### src/rtl/rvx_pkg.sv
package rvx_pkg;

    localparam int DATA_BYTES = 65536;
    localparam int ADDR_W     = $clog2(DATA_BYTES);
    localparam int IN_W       = 88;
    localparam int OUT_W      = 88;

    localparam logic [31:0] RESET_BASE    = 32'h1000_0000;
    localparam logic [31:0] RESET_CONSOLE = 32'h1000_0000;

    // Configuration register indexes
    localparam logic CFG_DATA_BASE = 1'b0;
    localparam logic CFG_CONSOLE   = 1'b1;

    // Opcodes
    localparam logic [6:0] OP_REG    = 7'h33;
    localparam logic [6:0] OP_IMM    = 7'h13;
    localparam logic [6:0] OP_LOAD   = 7'h03;
    localparam logic [6:0] OP_STORE  = 7'h23;
    localparam logic [6:0] OP_BRANCH = 7'h63;
    localparam logic [6:0] OP_LUI    = 7'h37;
    localparam logic [6:0] OP_AUIPC  = 7'h17;
    localparam logic [6:0] OP_JAL    = 7'h6F;
    localparam logic [6:0] OP_JALR   = 7'h67;
    localparam logic [6:0] F7_ALT    = 7'h20;
    localparam logic [6:0] F7_BASE   = 7'h00;

    // Result status codes
    localparam logic [1:0] ST_OK      = 2'd0;
    localparam logic [1:0] ST_RANGE   = 2'd1;
    localparam logic [1:0] ST_ILLEGAL = 2'd2;

    typedef enum logic [3:0] {
        CLS_PRELOAD,
        CLS_ALU,
        CLS_LOAD,
        CLS_STORE,
        CLS_BRANCH,
        CLS_LUI,
        CLS_AUIPC,
        CLS_JAL,
        CLS_JALR,
        CLS_ILLEGAL
    } cls_t;

    typedef struct packed {
        cls_t        cls;
        logic [31:0] instr;
        logic [31:0] console_in;
        logic [15:0] load_addr;
        logic [7:0]  load_byte;
    } item_t;

    // Back end to front end control
    typedef struct packed {
        logic pop;
        logic clear_done;
    } back_ctl_t;

    typedef enum logic [2:0] {
        BS_CLEAR,
        BS_IDLE,
        BS_EXEC,
        BS_LOAD,
        BS_STORE,
        BS_FIN
    } bstate_t;

    // Sort an incoming word into its instruction class
    function automatic cls_t classify(input logic kind, input logic [31:0] ins);
        logic [6:0] op;
        logic [2:0] f3;
        logic [6:0] f7;
        logic       f7_ok;
        cls_t       c;
        op    = ins[6:0];
        f3    = ins[14:12];
        f7    = ins[31:25];
        f7_ok = (f7 == F7_BASE) || (f7 == F7_ALT);
        c     = CLS_ILLEGAL;
        if (kind)
        begin
            c = CLS_PRELOAD;
        end
        else
        begin
            case (op)
                OP_REG:    c = ((f3 == 3'd0 || f3 == 3'd5) && !f7_ok) ? CLS_ILLEGAL : CLS_ALU;
                OP_IMM:    c = (f3 == 3'd5 && !f7_ok) ? CLS_ILLEGAL : CLS_ALU;
                OP_LOAD:   c = (f3 == 3'd3 || f3 == 3'd6 || f3 == 3'd7) ? CLS_ILLEGAL
                                                                           : CLS_LOAD;
                OP_STORE:  c = (f3 > 3'd2) ? CLS_ILLEGAL : CLS_STORE;
                OP_BRANCH: c = (f3 == 3'd2 || f3 == 3'd3) ? CLS_ILLEGAL : CLS_BRANCH;
                OP_LUI:    c = CLS_LUI;
                OP_AUIPC:  c = CLS_AUIPC;
                OP_JAL:    c = CLS_JAL;
                OP_JALR:   c = CLS_JALR;
                default:   c = CLS_ILLEGAL;
            endcase
        end
        return c;
    endfunction

endpackage

### src/rtl/rvx_front.sv
module rvx_front
(
    input  logic                      clk,
    input  logic                      rst_n,
    input  logic                      s_tvalid,
    output logic                      s_tready,
    input  logic [rvx_pkg::IN_W-1:0]  s_tdata,
    input  logic                      s_tuser,
    input  rvx_pkg::back_ctl_t        ctl,
    output logic                      q_valid,
    output rvx_pkg::item_t            q_item
);

    rvx_pkg::item_t q_reg [2];
    logic           wr_ptr_reg, wr_ptr_next;
    logic           rd_ptr_reg, rd_ptr_next;
    logic [1:0]     count_reg, count_next;
    logic           push;
    rvx_pkg::item_t in_item;

    // Classify the incoming word
    always_comb
    begin
        in_item.cls        = rvx_pkg::classify(s_tuser, s_tdata[31:0]);
        in_item.instr      = s_tdata[31:0];
        in_item.console_in = s_tdata[63:32];
        in_item.load_addr  = s_tdata[79:64];
        in_item.load_byte  = s_tdata[87:80];
    end

    assign s_tready = ctl.clear_done && (count_reg != 2'd2);
    assign push     = s_tvalid && s_tready;
    assign q_valid  = (count_reg != 2'd0);
    assign q_item   = q_reg[rd_ptr_reg];

    // Queue pointers
    always_comb
    begin
        wr_ptr_next = push ? ~wr_ptr_reg : wr_ptr_reg;
        rd_ptr_next = ctl.pop ? ~rd_ptr_reg : rd_ptr_reg;
        count_next  = count_reg + 2'(push) - 2'(ctl.pop);
    end

    always_ff @(posedge clk or negedge rst_n)
    begin
        if (!rst_n)
        begin
            wr_ptr_reg <= 1'b0;
            rd_ptr_reg <= 1'b0;
            count_reg  <= 2'd0;
        end
        else
        begin
            wr_ptr_reg <= wr_ptr_next;
            rd_ptr_reg <= rd_ptr_next;
            count_reg  <= count_next;
        end
    end

    // Queue storage
    always_ff @(posedge clk)
    begin
        if (push)
        begin
            q_reg[wr_ptr_reg] <= in_item;
        end
    end

endmodule

### config.mk
export PLATFORM = sky130hd
export DESIGN_NAME = rvx_front
export DESIGN_NICKNAME = d
export VERILOG_FILES = /design/src/rtl/rvx_pkg.sv /design/src/rtl/rvx_front.sv
export SDC_FILE = /design/constraint.sdc
export NUM_CORES = 1
export LEC_CHECK = 0
export BUFFER_PORTS_ARGS = -buffer_cell sky130_fd_sc_hd__clkbuf_2
export CAP_MARGIN = 10
export CORE_MARGIN = 2
export CORE_UTILIZATION = 30
export DETAILED_ROUTE_END_ITERATION = 12
export SYNTH_ARGS = -nofsm -noshare
export SYNTH_HDL_FRONTEND = slang
export SYNTH_SLANG_ARGS = --single-unit
### constraint.sdc
create_clock -name clk -period 6.8 [get_ports clk]
set_clock_uncertainty 0.05 [all_clocks]
set_input_delay 0.68 -clock clk [delete_from_list [all_inputs] [get_ports clk]]
set_output_delay 0.68 -clock clk [all_outputs]
set_load 0.005 [all_outputs]
==> results_dict.tcl, run 1 <==
set metrics [dict create \
    outcome "completed" \
    core_um2 23400 \
    clk_latency_ps 410 \
    clock_sinks 188 \
    r2r_setup_slack_ps 3990 \
    yosys_warnings 0 \
    synth_top_family_by_area "multiplexers" \
    synthXorXnorAreaFrac_pct 0.492 \
    clkTransAtPathRegs_ps 70 \
    setup_tns_ps 0 \
    ys_async_sr_fraction_pct 2.13 \
    startpoint_type "flop" \
    cts_made_buffers 17 \
    portBuffers 187 \
    hold_depth 1 \
    fin_crit_sh_pct 47.6 \
    dieWidth_um 158 \
    synthTopCellsByArea "edfxtp_1, mux2_2, dfrtp_1, buf_2, a21oi_1" \
    worstReg2RegEnd "q_reg[0][79]" \
    largest_reg_flops 184 \
    place.gp.congestion 0.806 \
    yosysTopAreaCell "edfxtp_1" \
    rsz0062_at_grt "no" \
    rr_worst_depth 6 \
    synth_seq_area_share_pct 79.1 \
    ys_seq_elements 188 \
    ioPinCount 188 \
    root_buffer "clkbuf_16" \
    antenna_cells 0 \
    postPlaceCellArea_um2 8420 \
    final-seq-area_um2 5630 \
    hold_viol_final 0 \
    dieHeight_um 158 \
    cts_tree "built" \
    irDropWorstVdd_mv 0.156 \
    max_freq_mhz 309 \
    synthAdderAreaFrac_pct 0.492 \
    vias 3845 \
    first_iter_violations 130 \
    ys_top_cells_by_count "edfxtp_1, mux2_2, buf_2, nand2_1, nor2_1" \
    multiInputGateArea_um2 1410 \
    synthCells 352 \
    synth_area_per_cell_um2 20.2 \
    first_global_vias 4091 \
    die_area_um2 25000 \
    synth_edf_count 184 \
    p_leak_nw 3.31 \
    min_from "s_tdata[71]" \
    max_cap_viol_count 0 \
    final_cells 882 \
    crit_path_end_kind "output port" \
    p_per_area_nw_per_um2 362 \
    synth_cell_types 35 \
    yosysMostFrequentCell "edfxtp_1" \
    synth_mux_area_share_pct 14.6 \
    h-tree-depth 4 \
    row_count 56 \
    final_area_um2 9020 \
    n_fill_cell 2190 \
    routed_via_density 4.36 \
    synth-compound-area-share_pct 1.76 \
    drive_above_1_share_pct 57.4 \
    netlist_area_um2 7110 \
    whs_ps 394 \
    grt_pass1_wl_um 21300 \
    hold_class "input port to flop" \
    wl_um 14500 \
    slew_headroom_pct 48.0 \
    dp_cells 849 \
    layout_min_cycle_time_ps 3240 \
    start_util_pct 30.4 \
    grt_max_degree 57 \
    drt_pass1_iterations 4 \
    syn_nets 448 \
    tightest_slew_ps 779 \
    detail-route-antenna-nets 0 \
    layout.nets 646 \
    hold_end "q_reg[0][15]" \
    worst_ep_arrival_time_ps 2510 \
    critical_path_class "flop to output port" \
    yosys.area_share.simple_pct 2.32 \
    critPathMaxFanout 50 \
    avgRoutedWirePerCell_um 16.4 \
    r2r_start "count_reg[0]" \
    power_w 0.00327 \
    finalSetupViolCount 0 \
    dp_hpwl_um 9440 \
    drc 0 \
    clockBufferDepth 2 \
    worstPathRequired_ps 6070 \
    globalRoute.totalOverflow 0 \
    area_growth_pct 26.8 \
    slew_viol_final 0 \
    yosys_most_used_dff "edfxtp_1" \
    grt_antenna_before_repair 1 \
    grt_usage_pct 11.5 \
    synth_top_area_share_pct 77.7 \
]
[cells by family after synthesis]
| kind of cell | Yosys count |
|---|---|
| buf+inv | 17 |
| fa+ha+maj | 3 |
| simple gates | 31 |
| compound gates | 17 |
| xor+xnor | 4 |
| flops | 188 |
| mux | 92 |
[per-stage QoR]
step	setup WS, ps	util (%)
CTS	3460	38.6
detailed placement	3620	36.0
global placement	3760	36.0
global route	3390	38.6
floorplan	1220	-
finish	3560	38.6
[report_power, final]
part           switching [W]  internal, W  total [W]  leakage (nW)
logic               0.000348     0.000397   0.000744          1.29
registers          0.0000942      0.00144    0.00154          1.72
clock network       0.000464     0.000526   0.000989         0.293
[worst max-delay path, cell delays in order, from the launching register on]
cell      delay, ps
dfrtp_4         870
buf_4           640
mux2_2          430
clkbuf_2        120
[timing repair]
item | in CTS | in global routing
endpoints found under the hold margin | 4 | 0
setup buffers | 0 | 0
setup endpoints to repair | 0 | 0
resized for setup | 0 | 0
hold buffers | 1 | 0
[area by class of cell]
| class | count | area share (%) |
|---|---|---|
| Sequential cell | 188 | 62.4 |
| Inverter | 4 | 0.166 |
| Tap cell | 319 | 4.42 |
| Clock inverter | 15 | 1.87 |
| Multi-Input combinational cell | 147 | 15.6 |
| Timing Repair Buffer | 192 | 10.8 |
| Clock buffer | 17 | 4.72 |
[layout by cell type, fill, tap and decap left out, types with 2 or more instances in the layout]
| master | Yosys | routed |
|---|---|---|
| a21oi_1 | 6 | 6 |
| buf_4 | 0 | 4 |
| clkbuf_16 | 0 | 17 |
| clkbuf_2 | 0 | 187 |
| clkinv_4 | 0 | 2 |
| clkinv_8 | 0 | 2 |
| dfrtp_1 | 4 | 3 |
| edfxtp_1 | 184 | 184 |
| ha_1 | 2 | 2 |
| inv_1 | 3 | 3 |
| inv_6 | 0 | 7 |
| inv_8 | 0 | 2 |
| mux2_2 | 92 | 92 |
| nand2_1 | 8 | 8 |
| nand2b_1 | 2 | 2 |
| nand3_1 | 2 | 2 |
| nor2_1 | 8 | 7 |
| nor3_1 | 3 | 3 |
| o21ai_1 | 2 | 2 |
| xnor2_1 | 3 | 3 |
[metal layers]
layer | vias up | share of wire (%) | track usage [%]
met5 | - | 0.097 | 0
met3 | 15 | 6.8 | 3.70
met2 | 123 | 52 | 21.0
met1 | 1923 | 39 | 12.2
li1 | 1782 | - | -
met4 | 2 | 1.6 | 4.76
[worst max path at each step]
stage | cells past startpoint | end | start | slack, ps
global route | 3 | q_item[90] | rd_ptr_reg | 3390
global placement | 6 | q_reg[0][16] | ctl[0] | 3760
floorplan | 3 | q_reg[0][0] | ctl[0] | 1220
CTS | 3 | q_item[90] | rd_ptr_reg | 3460
finish | 3 | q_item[90] | rd_ptr_reg | 3560
detailed placement | 6 | q_reg[0][28] | ctl[0] | 3620
Note: power is estimated with default switching activity, not from simulation.
==> run 2: changes to the inputs <==
- clock period: 6.8 -> 3.3 ns (I/O delays scaled with it)
==> results_dict.tcl, run 2 (same netlist as run 1, synthesis figures left out) <==
set metrics [dict create \
    max_cap_viol_count 0 \
    first_iter_violations 231 \
    grt_antenna_before_repair 1 \
    first_global_vias 4053 \
    root_buffer "clkbuf_16" \
    fin_crit_sh_pct 79.3 \
    clockBufferDepth 2 \
    clkTransAtPathRegs_ps 70 \
    critPathMaxFanout 56 \
    drc 0 \
    worstReg2RegEnd "q_reg[0][84]" \
    hold_viol_final 0 \
    layout.nets 647 \
    portBuffers 187 \
    vias 3886 \
    row_count 56 \
    rr_worst_depth 5 \
    place.gp.congestion 0.803 \
    min_from "s_tdata[23]" \
    clk_latency_ps 420 \
    slew_viol_final 0 \
    cts_made_buffers 17 \
    hold_depth 1 \
    n_fill_cell 2216 \
    setup_tns_ps 0 \
    pre_cts_ws_ps 1050 \
    comb_power_share_pct 22.8 \
    drt_pass1_iterations 4 \
    finalWorstSetupSlack_ps 682 \
    p_sw_share_pct 27.2 \
    r2r_setup_slack_ps 1070 \
    power_w 0.00671 \
    avgRoutedWirePerCell_um 16.3 \
    power.share.clock_pct 29.7 \
    internal-power_w 0.00489 \
    area_growth_pct 27.1 \
    seqPwrFrac_pct 47.5 \
    slew_headroom_pct 46.7 \
    start_util_pct 30.4 \
    layout_commonest_cell "clkbuf_2" \
    max_freq_mhz 382 \
    h-tree-depth 4 \
    grt_max_degree 57 \
    drive_above_1_share_pct 57.3 \
    critical_path_class "flop to output port" \
    largest_reg_flops 184 \
    startpoint_type "flop" \
    final_cell_mix "clkbuf_2, edfxtp_1, mux2_2" \
    antenna_cells 0 \
    outcome "completed" \
    rsz0062_at_grt "no" \
    p_leak_nw 3.31 \
    grt_usage_pct 11.3 \
    hold_end "q_reg[0][79]" \
    wl_um 14400 \
    globalRoute.totalOverflow 0 \
    core_um2 23400 \
    grt_pass1_wl_um 21100 \
    dieHeight_um 158 \
    multiInputGateArea_um2 1410 \
    dp_hpwl_um 9790 \
    routed_via_density 4.40 \
    power_switching_w 0.00183 \
    worstPathRequired_ps 2920 \
    ioPinCount 188 \
    die_area_um2 25000 \
    finalSetupViolCount 0 \
    hold_class "input port to flop" \
    irDropWorstVdd_mv 0.301 \
    clock_sinks 188 \
    worst_ep_arrival_time_ps 2240 \
    p_per_area_nw_per_um2 742 \
    utilization_pct 38.6 \
    detail-route-antenna-nets 0 \
    cts_setup_buffers 0 \
    cts_tree "built" \
    r2r_start "count_reg[0]" \
    crit_path_end_kind "output port" \
    dieWidth_um 158 \
    tightest_slew_ps 799 \
    final-seq-area_um2 5630 \
    layout_min_cycle_time_ps 2620 \
]
-- run 2: cell types whose count changed in the layout (fill, tap and decap cells not counted) --
cell,delta
clkinv_4,+1
clkinv_8,-1
buf_4,-1
clkbuf_1,+1
inv_6,-5
inv_8,+2
clkinvlp_4,+2
buf_12,+2
-- run 2: stage by stage --
stage	instance area, um2	hold slack (ps)	std cells
finish	9040	45.8	883
global route	9040	15.5	883
CTS	9040	13.9	883
detailed placement	8450	94.8	850
global placement	8450	87.7	850
floorplan	7120	-15.6	352
-- run 2: how the worst max path moves through the flow --
stage	from	to	depth (start not counted)
floorplan	count_reg[1]	q_reg[0][0]	3
global placement	ctl[0]	q_reg[0][64]	5
global route	rd_ptr_reg	q_item[35]	3
finish	rd_ptr_reg	q_item[37]	3
CTS	rd_ptr_reg	q_item[37]	3
detailed placement	count_reg[0]	q_reg[0][79]	5
-- run 2: cell type report --
type	count	area share [%]
sequential	188	62.2
clock buffer	18	4.74
multi-input combinational	147	15.6
clock inverter	14	1.72
timing repair buffer	193	11.1
tap	319	4.41
inverter	4	0.166
-- run 2: power by group through the flow --
stage | Clock (W) | Sequential, W | Combinational [W]
global placement | 0 | 0.00323 | 0.00155
floorplan | 0 | 0.00308 | 0.00100
detailed placement | 0 | 0.00325 | 0.00157
global route | 0.00216 | 0.00323 | 0.00168
finish | 0.00200 | 0.00319 | 0.00153
CTS | 0.00207 | 0.00320 | 0.00158
-- run 2: critical path, stage by stage (launching register included) --
cell and delay (ps):
dfrtp_4 950, buf_12 320, mux2_2 390, clkbuf_2 120
-- run 2: per-layer routing --
metal  GRT usage, %  vias up  wire (um)
li1               -     1789          -
met4           4.29        2        156
met3           3.50        9        807
met1           12.1     1964       5690
met2           20.8      122       7770
met5              0        -         13
-- run 2: repair_timing --
action	4_1_cts	5_1_grt
hold buffers	1	0
gates resized for setup	0	0
endpoints found under the hold margin	4	0
